==> src/rtl/core/priority_resource_grant_top_defines.svh <==
// Assertion macros used by the top RTL file of the resource grant block.
`ifndef PRIORITY_RESOURCE_GRANT_TOP_DEFINES_SVH
`define PRIORITY_RESOURCE_GRANT_TOP_DEFINES_SVH

// The condition must hold in the same cycle as the trigger.
`define PRG_ASSERT_NOW(lbl, clk, rst, trig, cond, msg) \
   lbl: assert property (@(posedge clk) disable iff (rst) (trig) |-> (cond)) \
      else $error(msg);

// The condition must hold in the cycle after the trigger.
`define PRG_ASSERT_NEXT(lbl, clk, rst, trig, cond, msg) \
   lbl: assert property (@(posedge clk) disable iff (rst) (trig) |=> (cond)) \
      else $error(msg);

`endif

==> src/rtl/core/prg_pkg.sv <==
package prg_pkg;

   // Pool and queue sizes.
   localparam int MAX_RESOURCES = 8;
   localparam int QUEUE_DEPTH   = 16;

   // Field widths.
   localparam int ID_W     = 8;
   localparam int PRIO_W   = 4;
   localparam int STATUS_W = 3;
   localparam int RIDX_W   = $clog2(MAX_RESOURCES);
   localparam int RCNT_W   = 4;
   localparam int WCNT_W   = $clog2(QUEUE_DEPTH + 1);
   localparam int QPTR_W   = $clog2(QUEUE_DEPTH);

   // Register port.
   localparam int CSR_DATA_W = 32;
   localparam int CSR_ADDR_W = 3;
   localparam int CSR_IDX_W  = CSR_ADDR_W - 2;
   localparam int REG_RESOURCES_IN_USE = 0;
   localparam logic [RCNT_W-1:0] RESOURCES_RESET = RCNT_W'(3);

   typedef enum logic [0:0] {
      OP_REQUEST = 1'b0,
      OP_RELEASE = 1'b1
   } opcode_type;

   typedef enum logic [STATUS_W-1:0] {
      ST_GRANTED = 3'd0,
      ST_QUEUED  = 3'd1,
      ST_FULL    = 3'd2,
      ST_FREED   = 3'd3,
      ST_HANDED  = 3'd4,
      ST_BAD     = 3'd5
   } status_type;

   typedef enum logic [1:0] {
      S_IDLE,
      S_EXEC,
      S_WAITQ,
      S_EMIT
   } ctrl_state_type;

   typedef enum logic [1:0] {
      Q_IDLE,
      Q_SCAN,
      Q_PLACE,
      Q_POP
   } queue_state_type;

   typedef struct packed {
      logic [ID_W-1:0]   id;
      logic [PRIO_W-1:0] prio;
   } queue_entry_type;

   typedef struct packed {
      logic              insert;
      logic              pop;
      logic [ID_W-1:0]   id;
      logic [PRIO_W-1:0] prio;
   } queue_cmd_type;

   typedef struct packed {
      logic              done;
      logic [WCNT_W-1:0] count;
      logic [ID_W-1:0]   front_id;
   } queue_stat_type;

endpackage

==> src/rtl/core/prg_req_if.sv <==
interface prg_req_if;
   logic                        valid;
   logic                        ready;
   logic                        opcode;
   logic [prg_pkg::ID_W-1:0]    requester_id;
   logic [prg_pkg::PRIO_W-1:0]  request_priority;
   logic [prg_pkg::RIDX_W-1:0]  release_index;

   modport source (
      output valid, opcode, requester_id, request_priority, release_index,
      input  ready
   );
   modport sink (
      input  valid, opcode, requester_id, request_priority, release_index,
      output ready
   );
endinterface

==> src/rtl/core/prg_rsp_if.sv <==
interface prg_rsp_if;
   logic                          valid;
   logic                          ready;
   logic [prg_pkg::STATUS_W-1:0]  status;
   logic                          grant_valid;
   logic [prg_pkg::ID_W-1:0]      granted_id;
   logic [prg_pkg::RIDX_W-1:0]    granted_index;
   logic [prg_pkg::WCNT_W-1:0]    waiting_count;

   modport source (
      output valid, status, grant_valid, granted_id, granted_index, waiting_count,
      input  ready
   );
   modport sink (
      input  valid, status, grant_valid, granted_id, granted_index, waiting_count,
      output ready
   );
endinterface

==> src/rtl/core/prg_csr.sv <==
module prg_csr (
   input  logic                              clock,
   input  logic                              reset,
   input  logic                              csr_psel,
   input  logic                              csr_penable,
   input  logic                              csr_pwrite,
   input  logic [prg_pkg::CSR_ADDR_W-1:0]    csr_paddr,
   input  logic [prg_pkg::CSR_DATA_W-1:0]    csr_pwdata,
   output logic [prg_pkg::CSR_DATA_W-1:0]    csr_prdata,
   output logic                              csr_pready,
   output logic [prg_pkg::RCNT_W-1:0]        resources_in_use
);

   logic [prg_pkg::RCNT_W-1:0]    ruse_ff;
   logic [prg_pkg::RCNT_W-1:0]    ruse_in;
   logic [prg_pkg::CSR_IDX_W-1:0] reg_idx;
   logic                          hit_ruse;

   // Word index of the access; byte offset bits are ignored.
   assign reg_idx  = csr_paddr[prg_pkg::CSR_ADDR_W-1:2];
   assign hit_ruse = (reg_idx == prg_pkg::CSR_IDX_W'(prg_pkg::REG_RESOURCES_IN_USE));

   // The port never inserts wait states.
   assign csr_pready = 1'b1;

   // Write in the access phase.
   always_comb begin
      ruse_in = ruse_ff;
      if (csr_psel && csr_penable && csr_pwrite && hit_ruse) begin
         ruse_in = csr_pwdata[prg_pkg::RCNT_W-1:0];
      end
   end

   always_ff @(posedge clock) begin
      if (reset) begin
         ruse_ff <= prg_pkg::RESOURCES_RESET;
      end else begin
         ruse_ff <= ruse_in;
      end
   end

   // Read back; unmapped words read as zero.
   assign csr_prdata = hit_ruse ? prg_pkg::CSR_DATA_W'(ruse_ff) : '0;

   assign resources_in_use = ruse_ff;

endmodule

==> src/rtl/core/prg_wait_queue.sv <==
module prg_wait_queue (
   input  logic                    clock,
   input  logic                    reset,
   input  prg_pkg::queue_cmd_type  q_cmd,
   output prg_pkg::queue_stat_type q_stat
);

   prg_pkg::queue_state_type   state_ff;
   prg_pkg::queue_state_type   state_in;
   logic [prg_pkg::QPTR_W-1:0] head_ff;
   logic [prg_pkg::QPTR_W-1:0] head_in;
   logic [prg_pkg::WCNT_W-1:0] count_ff;
   logic [prg_pkg::WCNT_W-1:0] count_in;
   logic [prg_pkg::QPTR_W-1:0] pos_ff;
   logic [prg_pkg::QPTR_W-1:0] pos_in;
   prg_pkg::queue_entry_type   new_ff;
   prg_pkg::queue_entry_type   new_in;
   prg_pkg::queue_entry_type   rd_data_ff;

   // Circular storage for the waiters, ordered from the head.
   prg_pkg::queue_entry_type   queue_mem_ff [prg_pkg::QUEUE_DEPTH];

   logic                       wr_en;
   logic [prg_pkg::QPTR_W-1:0] wr_addr;
   prg_pkg::queue_entry_type   wr_data;
   logic                       rd_en;
   logic [prg_pkg::QPTR_W-1:0] rd_addr;
   logic                       done;

   // Physical slot of a position counted from the head.
   function automatic logic [prg_pkg::QPTR_W-1:0] slot_of(
      input logic [prg_pkg::QPTR_W-1:0] head,
      input logic [prg_pkg::QPTR_W-1:0] offset
   );
      logic [prg_pkg::QPTR_W:0] sum;
      sum = {1'b0, head} + {1'b0, offset};
      if (sum >= (prg_pkg::QPTR_W + 1)'(prg_pkg::QUEUE_DEPTH)) begin
         sum = sum - (prg_pkg::QPTR_W + 1)'(prg_pkg::QUEUE_DEPTH);
      end
      return sum[prg_pkg::QPTR_W-1:0];
   endfunction

   // Sequencer: an insert walks the hole from the tail toward the head one
   // entry a cycle, moving every entry whose priority value is larger.
   always_comb begin
      state_in = state_ff;
      head_in  = head_ff;
      count_in = count_ff;
      pos_in   = pos_ff;
      new_in   = new_ff;
      wr_en    = 1'b0;
      wr_addr  = slot_of(head_ff, pos_ff);
      wr_data  = new_ff;
      rd_en    = 1'b0;
      rd_addr  = head_ff;
      done     = 1'b0;
      case (state_ff)
         prg_pkg::Q_IDLE: begin
            if (q_cmd.insert) begin
               new_in.id   = q_cmd.id;
               new_in.prio = q_cmd.prio;
               pos_in      = count_ff[prg_pkg::QPTR_W-1:0];
               if (count_ff == '0) begin
                  state_in = prg_pkg::Q_PLACE;
               end else begin
                  rd_en    = 1'b1;
                  rd_addr  = slot_of(head_ff,
                                     count_ff[prg_pkg::QPTR_W-1:0] - prg_pkg::QPTR_W'(1));
                  state_in = prg_pkg::Q_SCAN;
               end
            end else if (q_cmd.pop) begin
               rd_en    = 1'b1;
               rd_addr  = head_ff;
               state_in = prg_pkg::Q_POP;
            end
         end
         prg_pkg::Q_SCAN: begin
            // The entry just ahead of the hole is in rd_data_ff.
            if (rd_data_ff.prio > new_ff.prio) begin
               wr_en   = 1'b1;
               wr_data = rd_data_ff;
               pos_in  = pos_ff - prg_pkg::QPTR_W'(1);
               if (pos_ff == prg_pkg::QPTR_W'(1)) begin
                  state_in = prg_pkg::Q_PLACE;
               end else begin
                  rd_en   = 1'b1;
                  rd_addr = slot_of(head_ff, pos_ff - prg_pkg::QPTR_W'(2));
               end
            end else begin
               wr_en    = 1'b1;
               count_in = count_ff + prg_pkg::WCNT_W'(1);
               done     = 1'b1;
               state_in = prg_pkg::Q_IDLE;
            end
         end
         prg_pkg::Q_PLACE: begin
            wr_en    = 1'b1;
            count_in = count_ff + prg_pkg::WCNT_W'(1);
            done     = 1'b1;
            state_in = prg_pkg::Q_IDLE;
         end
         prg_pkg::Q_POP: begin
            // The front entry is in rd_data_ff.
            head_in  = slot_of(head_ff, prg_pkg::QPTR_W'(1));
            count_in = count_ff - prg_pkg::WCNT_W'(1);
            done     = 1'b1;
            state_in = prg_pkg::Q_IDLE;
         end
         default: begin
            state_in = prg_pkg::Q_IDLE;
         end
      endcase
   end

   // Control state.
   always_ff @(posedge clock) begin
      if (reset) begin
         state_ff <= prg_pkg::Q_IDLE;
         head_ff  <= '0;
         count_ff <= '0;
      end else begin
         state_ff <= state_in;
         head_ff  <= head_in;
         count_ff <= count_in;
      end
   end

   // Working position and the entry being inserted.
   always_ff @(posedge clock) begin
      pos_ff <= pos_in;
      new_ff <= new_in;
   end

   // Storage with one write and one registered read a cycle.
   always_ff @(posedge clock) begin
      if (wr_en) begin
         queue_mem_ff[wr_addr] <= wr_data;
      end
      if (rd_en) begin
         rd_data_ff <= queue_mem_ff[rd_addr];
      end
   end

   assign q_stat.done     = done;
   assign q_stat.count    = count_ff;
   assign q_stat.front_id = rd_data_ff.id;

endmodule

==> src/rtl/core/priority_resource_grant_top.sv <==
// Grants resources from a pool of up to eight, with a priority wait queue of
// sixteen entries. A request takes the lowest-numbered free resource below
// the resources_in_use register, else joins the queue behind every waiter of
// equal or smaller priority value, else is rejected when the queue is full.
// A release of a busy resource hands it straight to the front waiter, or
// frees it when nobody waits. One item is worked on at a time: it is accepted,
// decided on, waits on the wait queue when it inserts or hands over, and is
// then loaded into the result beat register once that register is free. A
// queue insertion walks one queue entry a cycle through the single read and
// write port of the wait-queue storage, moving every waiter it passes. A new
// request beat is taken as soon as the previous item has produced its result,
// even while that result beat still waits on the response side.
`include "priority_resource_grant_top_defines.svh"

module priority_resource_grant_top (
   input  logic                            clock,
   input  logic                            reset,
   prg_req_if.sink                         req_bus,
   prg_rsp_if.source                       rsp_bus,
   input  logic                            csr_psel,
   input  logic                            csr_penable,
   input  logic                            csr_pwrite,
   input  logic [prg_pkg::CSR_ADDR_W-1:0]  csr_paddr,
   input  logic [prg_pkg::CSR_DATA_W-1:0]  csr_pwdata,
   output logic [prg_pkg::CSR_DATA_W-1:0]  csr_prdata,
   output logic                            csr_pready
);

   logic [prg_pkg::RCNT_W-1:0]        resources_in_use;
   prg_pkg::queue_cmd_type            q_cmd;
   prg_pkg::queue_stat_type           q_stat;

   prg_pkg::ctrl_state_type           state_ff;
   prg_pkg::ctrl_state_type           state_in;
   logic [prg_pkg::MAX_RESOURCES-1:0] busy_ff;
   logic [prg_pkg::MAX_RESOURCES-1:0] busy_in;

   // Accepted item.
   prg_pkg::opcode_type               op_ff;
   prg_pkg::opcode_type               op_in;
   logic [prg_pkg::ID_W-1:0]          id_ff;
   logic [prg_pkg::ID_W-1:0]          id_in;
   logic [prg_pkg::PRIO_W-1:0]        prio_ff;
   logic [prg_pkg::PRIO_W-1:0]        prio_in;
   logic [prg_pkg::RIDX_W-1:0]        rel_ff;
   logic [prg_pkg::RIDX_W-1:0]        rel_in;

   // Pending result.
   prg_pkg::status_type               res_status_ff;
   prg_pkg::status_type               res_status_in;
   logic                              res_grant_ff;
   logic                              res_grant_in;
   logic [prg_pkg::ID_W-1:0]          res_id_ff;
   logic [prg_pkg::ID_W-1:0]          res_id_in;
   logic [prg_pkg::RIDX_W-1:0]        res_index_ff;
   logic [prg_pkg::RIDX_W-1:0]        res_index_in;

   // Output register.
   logic                              out_valid_ff;
   logic                              out_valid_in;
   prg_pkg::status_type               out_status_ff;
   prg_pkg::status_type               out_status_in;
   logic                              out_grant_ff;
   logic                              out_grant_in;
   logic [prg_pkg::ID_W-1:0]          out_id_ff;
   logic [prg_pkg::ID_W-1:0]          out_id_in;
   logic [prg_pkg::RIDX_W-1:0]        out_index_ff;
   logic [prg_pkg::RIDX_W-1:0]        out_index_in;
   logic [prg_pkg::WCNT_W-1:0]        out_wcount_ff;
   logic [prg_pkg::WCNT_W-1:0]        out_wcount_in;

   logic [prg_pkg::RCNT_W-1:0]        usable_n;
   logic [prg_pkg::MAX_RESOURCES-1:0] usable_mask;
   logic [prg_pkg::MAX_RESOURCES-1:0] free_vec;
   logic                              free_found;
   logic [prg_pkg::RIDX_W-1:0]        free_idx;
   logic                              rel_ok;
   logic                              q_full;

   prg_csr u_csr (
      .clock            (clock),
      .reset            (reset),
      .csr_psel         (csr_psel),
      .csr_penable      (csr_penable),
      .csr_pwrite       (csr_pwrite),
      .csr_paddr        (csr_paddr),
      .csr_pwdata       (csr_pwdata),
      .csr_prdata       (csr_prdata),
      .csr_pready       (csr_pready),
      .resources_in_use (resources_in_use)
   );

   prg_wait_queue u_queue (
      .clock  (clock),
      .reset  (reset),
      .q_cmd  (q_cmd),
      .q_stat (q_stat)
   );

   // Usable count is the register limited to the pool size.
   assign usable_n = (resources_in_use > prg_pkg::RCNT_W'(prg_pkg::MAX_RESOURCES)) ?
                     prg_pkg::RCNT_W'(prg_pkg::MAX_RESOURCES) : resources_in_use;

   // Lowest free usable resource.
   always_comb begin
      free_found = 1'b0;
      free_idx   = '0;
      for (int i = 0; i < prg_pkg::MAX_RESOURCES; i++) begin
         usable_mask[i] = (prg_pkg::RCNT_W'(i) < usable_n);
      end
      free_vec = usable_mask & ~busy_ff;
      for (int i = prg_pkg::MAX_RESOURCES - 1; i >= 0; i--) begin
         if (free_vec[i]) begin
            free_found = 1'b1;
            free_idx   = prg_pkg::RIDX_W'(i);
         end
      end
   end

   assign rel_ok = (prg_pkg::RCNT_W'(rel_ff) < usable_n) && busy_ff[rel_ff];
   assign q_full = (q_stat.count == prg_pkg::WCNT_W'(prg_pkg::QUEUE_DEPTH));

   // Sequencer: accept, decide, wait on the queue, hand the result over.
   always_comb begin
      state_in      = state_ff;
      busy_in       = busy_ff;
      op_in         = op_ff;
      id_in         = id_ff;
      prio_in       = prio_ff;
      rel_in        = rel_ff;
      res_status_in = res_status_ff;
      res_grant_in  = res_grant_ff;
      res_id_in     = res_id_ff;
      res_index_in  = res_index_ff;
      out_valid_in  = out_valid_ff && !rsp_bus.ready;
      out_status_in = out_status_ff;
      out_grant_in  = out_grant_ff;
      out_id_in     = out_id_ff;
      out_index_in  = out_index_ff;
      out_wcount_in = out_wcount_ff;
      q_cmd.insert  = 1'b0;
      q_cmd.pop     = 1'b0;
      q_cmd.id      = id_ff;
      q_cmd.prio    = prio_ff;
      req_bus.ready = 1'b0;
      case (state_ff)
         prg_pkg::S_IDLE: begin
            req_bus.ready = 1'b1;
            if (req_bus.valid) begin
               op_in    = prg_pkg::opcode_type'(req_bus.opcode);
               id_in    = req_bus.requester_id;
               prio_in  = req_bus.request_priority;
               rel_in   = req_bus.release_index;
               state_in = prg_pkg::S_EXEC;
            end
         end
         prg_pkg::S_EXEC: begin
            res_grant_in = 1'b0;
            res_id_in    = '0;
            res_index_in = '0;
            state_in     = prg_pkg::S_EMIT;
            if (op_ff == prg_pkg::OP_REQUEST) begin
               if (free_found) begin
                  busy_in[free_idx] = 1'b1;
                  res_status_in     = prg_pkg::ST_GRANTED;
                  res_grant_in      = 1'b1;
                  res_id_in         = id_ff;
                  res_index_in      = free_idx;
               end else if (q_full) begin
                  res_status_in = prg_pkg::ST_FULL;
               end else begin
                  q_cmd.insert  = 1'b1;
                  res_status_in = prg_pkg::ST_QUEUED;
                  state_in      = prg_pkg::S_WAITQ;
               end
            end else begin
               if (!rel_ok) begin
                  res_status_in = prg_pkg::ST_BAD;
               end else if (q_stat.count == '0) begin
                  busy_in[rel_ff] = 1'b0;
                  res_status_in   = prg_pkg::ST_FREED;
               end else begin
                  // Resource stays busy and passes to the front waiter.
                  q_cmd.pop     = 1'b1;
                  res_status_in = prg_pkg::ST_HANDED;
                  res_grant_in  = 1'b1;
                  res_index_in  = rel_ff;
                  state_in      = prg_pkg::S_WAITQ;
               end
            end
         end
         prg_pkg::S_WAITQ: begin
            if (q_stat.done) begin
               if (res_status_ff == prg_pkg::ST_HANDED) begin
                  res_id_in = q_stat.front_id;
               end
               state_in = prg_pkg::S_EMIT;
            end
         end
         prg_pkg::S_EMIT: begin
            if (!out_valid_ff || rsp_bus.ready) begin
               out_valid_in  = 1'b1;
               out_status_in = res_status_ff;
               out_grant_in  = res_grant_ff;
               out_id_in     = res_id_ff;
               out_index_in  = res_index_ff;
               out_wcount_in = q_stat.count;
               state_in      = prg_pkg::S_IDLE;
            end
         end
         default: begin
            state_in = prg_pkg::S_IDLE;
         end
      endcase
   end

   // Control state.
   always_ff @(posedge clock) begin
      if (reset) begin
         state_ff     <= prg_pkg::S_IDLE;
         busy_ff      <= '0;
         out_valid_ff <= 1'b0;
      end else begin
         state_ff     <= state_in;
         busy_ff      <= busy_in;
         out_valid_ff <= out_valid_in;
      end
   end

   // Item, pending result and result beat payload.
   always_ff @(posedge clock) begin
      op_ff         <= op_in;
      id_ff         <= id_in;
      prio_ff       <= prio_in;
      rel_ff        <= rel_in;
      res_status_ff <= res_status_in;
      res_grant_ff  <= res_grant_in;
      res_id_ff     <= res_id_in;
      res_index_ff  <= res_index_in;
      out_status_ff <= out_status_in;
      out_grant_ff  <= out_grant_in;
      out_id_ff     <= out_id_in;
      out_index_ff  <= out_index_in;
      out_wcount_ff <= out_wcount_in;
   end

   assign rsp_bus.valid         = out_valid_ff;
   assign rsp_bus.status        = out_status_ff;
   assign rsp_bus.grant_valid   = out_grant_ff;
   assign rsp_bus.granted_id    = out_id_ff;
   assign rsp_bus.granted_index = out_index_ff;
   assign rsp_bus.waiting_count = out_wcount_ff;

   // A grant only comes with a direct grant or a handover.
   `PRG_ASSERT_NOW(a_grant_status, clock, reset, rsp_bus.valid && rsp_bus.grant_valid, rsp_bus.status == prg_pkg::ST_GRANTED || rsp_bus.status == prg_pkg::ST_HANDED, "grant beat with a non-grant status")
   // The queue never holds more than its depth.
   `PRG_ASSERT_NOW(a_wait_bound, clock, reset, 1'b1, q_stat.count <= prg_pkg::WCNT_W'(prg_pkg::QUEUE_DEPTH), "wait queue over its depth")
   // The queue reports completion only to a waiting sequencer.
   `PRG_ASSERT_NOW(a_done_waitq, clock, reset, q_stat.done, state_ff == prg_pkg::S_WAITQ, "queue done outside of a queue wait")
   // The busy mask does not move while a queue operation runs.
   `PRG_ASSERT_NEXT(a_busy_hold, clock, reset, state_ff == prg_pkg::S_WAITQ, busy_ff == $past(busy_ff), "busy mask changed during a queue operation")

endmodule

==> src/flat_wrapper.sv <==
// flat-port wrapper written by rule: the top's interface ports become plain ports
module priority_resource_grant_top_flat 
  (clock, reset, csr_psel, csr_penable, csr_pwrite, csr_paddr, csr_pwdata, csr_prdata, csr_pready, req_bus_valid, req_bus_opcode, req_bus_requester_id, req_bus_request_priority, req_bus_release_index, req_bus_ready, rsp_bus_valid, rsp_bus_status, rsp_bus_grant_valid, rsp_bus_granted_id, rsp_bus_granted_index, rsp_bus_waiting_count, rsp_bus_ready);
  prg_req_if req_bus_i ();
  prg_rsp_if rsp_bus_i ();
  input  logic clock;
  input  logic reset;
  input  logic csr_psel;
  input  logic csr_penable;
  input  logic csr_pwrite;
  input  logic [prg_pkg::CSR_ADDR_W-1:0] csr_paddr;
  input  logic [prg_pkg::CSR_DATA_W-1:0] csr_pwdata;
  output logic [prg_pkg::CSR_DATA_W-1:0] csr_prdata;
  output logic csr_pready;
  input wire logic [$bits(req_bus_i.valid)-1:0] req_bus_valid;
  input wire logic [$bits(req_bus_i.opcode)-1:0] req_bus_opcode;
  input wire logic [$bits(req_bus_i.requester_id)-1:0] req_bus_requester_id;
  input wire logic [$bits(req_bus_i.request_priority)-1:0] req_bus_request_priority;
  input wire logic [$bits(req_bus_i.release_index)-1:0] req_bus_release_index;
  output wire logic [$bits(req_bus_i.ready)-1:0] req_bus_ready;
  output wire logic [$bits(rsp_bus_i.valid)-1:0] rsp_bus_valid;
  output wire logic [$bits(rsp_bus_i.status)-1:0] rsp_bus_status;
  output wire logic [$bits(rsp_bus_i.grant_valid)-1:0] rsp_bus_grant_valid;
  output wire logic [$bits(rsp_bus_i.granted_id)-1:0] rsp_bus_granted_id;
  output wire logic [$bits(rsp_bus_i.granted_index)-1:0] rsp_bus_granted_index;
  output wire logic [$bits(rsp_bus_i.waiting_count)-1:0] rsp_bus_waiting_count;
  input wire logic [$bits(rsp_bus_i.ready)-1:0] rsp_bus_ready;
  assign req_bus_i.valid = req_bus_valid;
  assign req_bus_i.opcode = req_bus_opcode;
  assign req_bus_i.requester_id = req_bus_requester_id;
  assign req_bus_i.request_priority = req_bus_request_priority;
  assign req_bus_i.release_index = req_bus_release_index;
  assign req_bus_ready = req_bus_i.ready;
  assign rsp_bus_valid = rsp_bus_i.valid;
  assign rsp_bus_status = rsp_bus_i.status;
  assign rsp_bus_grant_valid = rsp_bus_i.grant_valid;
  assign rsp_bus_granted_id = rsp_bus_i.granted_id;
  assign rsp_bus_granted_index = rsp_bus_i.granted_index;
  assign rsp_bus_waiting_count = rsp_bus_i.waiting_count;
  assign rsp_bus_i.ready = rsp_bus_ready;
  priority_resource_grant_top u_core (.clock(clock), .reset(reset), .req_bus(req_bus_i), .rsp_bus(rsp_bus_i), .csr_psel(csr_psel), .csr_penable(csr_penable), .csr_pwrite(csr_pwrite), .csr_paddr(csr_paddr), .csr_pwdata(csr_pwdata), .csr_prdata(csr_prdata), .csr_pready(csr_pready));
endmodule
==> config.mk <==
export PLATFORM = sky130hd
export DESIGN_NAME = priority_resource_grant_top_flat
export DESIGN_NICKNAME = d
export VERILOG_FILES = /design/src/rtl/core/prg_pkg.sv /design/src/rtl/core/prg_req_if.sv /design/src/rtl/core/prg_rsp_if.sv /design/src/rtl/core/prg_csr.sv /design/src/rtl/core/prg_wait_queue.sv /design/src/rtl/core/priority_resource_grant_top.sv /design/src/flat_wrapper.sv
export VERILOG_INCLUDE_DIRS = /design/src /design/src/rtl/core
export SDC_FILE = /design/constraint.sdc
export NUM_CORES = 1
export LEC_CHECK = 0
export BUFFER_PORTS_ARGS = -buffer_cell sky130_fd_sc_hd__buf_2
export CORE_UTILIZATION = 40
export CTS_BUF_LIST = sky130_fd_sc_hd__clkbuf_2 sky130_fd_sc_hd__clkbuf_4 sky130_fd_sc_hd__clkbuf_8
export DETAILED_ROUTE_END_ITERATION = 7
export PLACE_DENSITY = 0.54
export SKIP_LAST_GASP = 1
export SYNTH_ARGS = -nofsm -noshare
export SYNTH_HDL_FRONTEND = slang
export SYNTH_SLANG_ARGS = --single-unit
==> constraint.sdc <==
create_clock -name clock -period 8.45 [get_ports clock]
set_clock_uncertainty 0.2 [all_clocks]
set_input_delay 0.845 -clock clock [delete_from_list [all_inputs] [get_ports clock]]
set_output_delay 0.845 -clock clock [all_outputs]
set_load 0.05 [all_outputs]
==> metrics.txt <==
outcome complete, no violations; FILL cells 2999; CP bufs+invs 3; delay-heaviest family, CP compound AO/OA/AOI/OAI gates; WP depth 12; Worst Hold Depth 0; CTS tree done; Setup violations, final 0; Initial DRC Count 515; top-count cell post-synth edfxtp_1; Layout Nets 1214; H-tree Lvls 2; port buffer count 53; number of synthesized register bits 297; Worst path max stage delay 0.77 ns; Syn Std Cell Area 0.0132 sq mm; DRT Wirelength 28.7 mm; area of the multi-input gates 0.00411 sq mm; antenna-violating nets left 0; R2R cell count 12; Peak VDD IR 0.000102 V; synth top area cells edfxtp_1 (62%), nand2_1 (6.2%), dfxtp_1 (3.9%); warnings from Yosys 0; Die Wd 184 microns; crit path capture type flop; Reg clk slew, reported paths 0.07 ns; Die ar. 0.0338 sq mm; Min-Delay Path Class flop to flop; measured slew at the worst slew-check pin 1.19 ns; CP cell instances inv_1 -> ha_1 -> inv_1 -> a2111o_1 -> or2_1 -> a32oi_1 -> and3_2 -> buf_4 -> nand2_1 -> and3_1 -> o32ai_1 -> a211o_1; P_leak 5.43 nW; hold_buf cts 0; Post-synth EDFFs 271; Setup CP Type flop to flop; power after layout 3.38 mW; Die Ht 184 microns; Via Count 8194; most used cell along the critical path inv_1; first-pass GRT wire length 45.0 mm; number of diodes 0; min Tclk post-route 5.18 ns; post-synth top area cell edfxtp_1; vias per cell 5.12; fin crit share 61.2%; fin util 45.4%; Core Rows 66; synth-to-layout area growth 11.5%; Most used DFF post-synth edfxtp_1; Post-CTS Setup Inserts 0; Commonest cells post-synth edfxtp_1 (271), nand2_1 (219), nor2_1 (55); clock sink total 297; layout cells sized above 1 15.1%; ys async rst share 0%; First-pass DRT Iterations 5; antenna violations before repair 0; Worst-Skew Late Latency 0.59 ns; gr ovfl total 0; count of final hold-check violations 0; hpwl dp 17.7 mm; Avg Inst Size Synth 12.5 sq um; vias in the first global route 7976; relative slew slack 20.2%; crit start category flop; core area 0.0325 sq mm; RePlAce Congestion 0.839; effective utilization at floorplan 40.7%; drc violations 0; Critical Path RT 8.70 ns; Yosys top cell area share 61.5%; CTS root buf clkbuf_8; power per cell area 229 mW/mm^2; crit path DAT 5.43 ns; total negative slack 0 ns; Overall Global Routing Usage 17.3%; Longest Clk Path Bufs 3; Pins Over Slew Limit 0; largest net degree at the start of global routing 97; post-synthesis instance total 1055; post-CTS sizing 0; Num CTS Buffers 49; MaxCap Viol Count 0; # IOs 113; RSZ-0062 raised after global routing false; Wirelength per Cell 18.0 microns; worst-path fanout max 61; slowest stage cell, crit path and3_2; Distinct cells, synth 75; post-synthesis sequential area ratio 65.4%; Max Clk Rate 0.193 GHz; register area 0.00866 sq mm
==> layout make-up <==
type                            count  area share (%)
Tap cell                          442            3.75
Timing Repair Buffer               68            2.56
Multi-Input combinational cell    673            27.8
Clock buffer                       69            5.67
Clock inverter                     19           0.738
Inverter                           31           0.788
Sequential cell                   297            58.7
==> where the power goes <==
group	internal [mW]	switching [mW]	leakage, nW
logic	0.115	0.288	2.26
clock network	0.644	0.567	0.504
registers	1.71	0.0508	2.67
==> metrics by stage <==
| stage | setup slack [ns] | hold slack [ns] | area, sq um | cells |
|---|---|---|---|---|
| after CTS | 3.22 | 0.195 | 14800 | 1599 |
| after global placement | 3.27 | 0.202 | 13800 | 1511 |
| final | 3.27 | 0.217 | 14800 | 1599 |
| after global routing | 2.96 | 0.208 | 14800 | 1599 |
| after floorplan | 5.16 | 0.200 | 13300 | 1082 |
| after detailed placement | 3.26 | 0.205 | 13800 | 1511 |
==> layout by cell type, fill, tap and decap left out, drive strengths merged, types with 4 or more instances in the layout <==
master	synthesis	routed
mux2	14	14
a31o	12	12
nand2b	8	8
nor3b	5	5
dfxtp	26	26
mux2i	8	8
xnor2	12	12
nor2	55	55
xor2	10	10
a21oi	42	42
a22oi	13	13
conb	2	29
and3	51	51
a311oi	12	12
o211ai	4	4
a211o	14	14
clkinv	0	17
o32ai	14	14
or2	5	5
clkbuf	18	69
o22ai	5	5
nand2	219	219
o311ai	4	4
a21o	8	8
a211oi	5	5
o21ai	23	23
inv	31	33
edfxtp	271	271
fa	4	4
nand3	6	6
o31ai	4	4
nand3b	5	5
nor2b	7	7
nor3	4	4
and2	4	4
ha	32	32
buf	63	68
==> state kept, by name (all words and copies together) (netlist names), 2 cells and up <==
name                           flops
u_core.u_queue.state_ff            2
u_core.busy_ff                     8
u_core.u_csr.resources_in_use      4
u_core.res_id_ff                   8
u_core.u_queue.rd_data_ff          4
u_core.id_ff                       8
u_core.u_queue.queue_mem_ff      192
u_core.u_queue.q_stat              8
u_core.state_ff                    2
u_core.rsp_bus.granted_index       3
u_core.u_queue.count_ff            5
u_core.rsp_bus.status              3
u_core.u_queue.pos_ff              4
u_core.res_status_ff               3
u_core.rsp_bus.granted_id          8
u_core.res_index_ff                3
u_core.u_queue.head_ff             4
u_core.rsp_bus.waiting_count       5
u_core.prio_ff                     4
u_core.rel_ff                      3
u_core.u_queue.new_ff             12
==> worst paths after layout <==
path | to | slack [ns] | startpoint
min | u_core.rsp_bus.granted_id[5] | 0.22 | u_core.res_id_ff[5]
max reg2reg | u_core.u_queue.q_stat[6] | 3.27 | u_core.u_queue.state_ff[1]
min reg2reg | u_core.rsp_bus.granted_id[5] | 0.22 | u_core.res_id_ff[5]
max | u_core.u_queue.q_stat[6] | 3.27 | u_core.u_queue.state_ff[1]
==> worst register-to-register path, cell delays in order (launching register included) <==
cell and delay [ns]:
dfxtp_1 0.33, inv_1 0.12, ha_1 0.51, inv_1 0.22, a2111o_1 0.62, or2_1 0.35, a32oi_1 0.29, and3_2 0.77
buf_4 0.69, nand2_1 0.15, and3_1 0.21, o32ai_1 0.42, a211o_1 0.18
==> logic make-up (layout without fill, tap and decap cells) <==
family,Yosys count,in the layout,share of synthesized area [%]
other,2,29,0.0568
XOR/XNOR,22,22,1.46
adder cells (fa/ha/maj),36,36,3.63
AO/OA/AOI/OAI,183,183,10.0
buffers and inverters,112,187,4.49
AND/OR/NAND/NOR,381,381,13.1
flip-flops,297,297,65.4
multiplexers,22,22,1.80
==> metal layers <==
metal	GRT usage, %	vias up	wire length (microns)
li1	-	3944	-
met1	23.5	3994	13300
met2	28.5	211	13500
met3	3.03	45	1370
met4	4.93	0	528
met5	0	-	0
(Power assumes the default switching activity.)
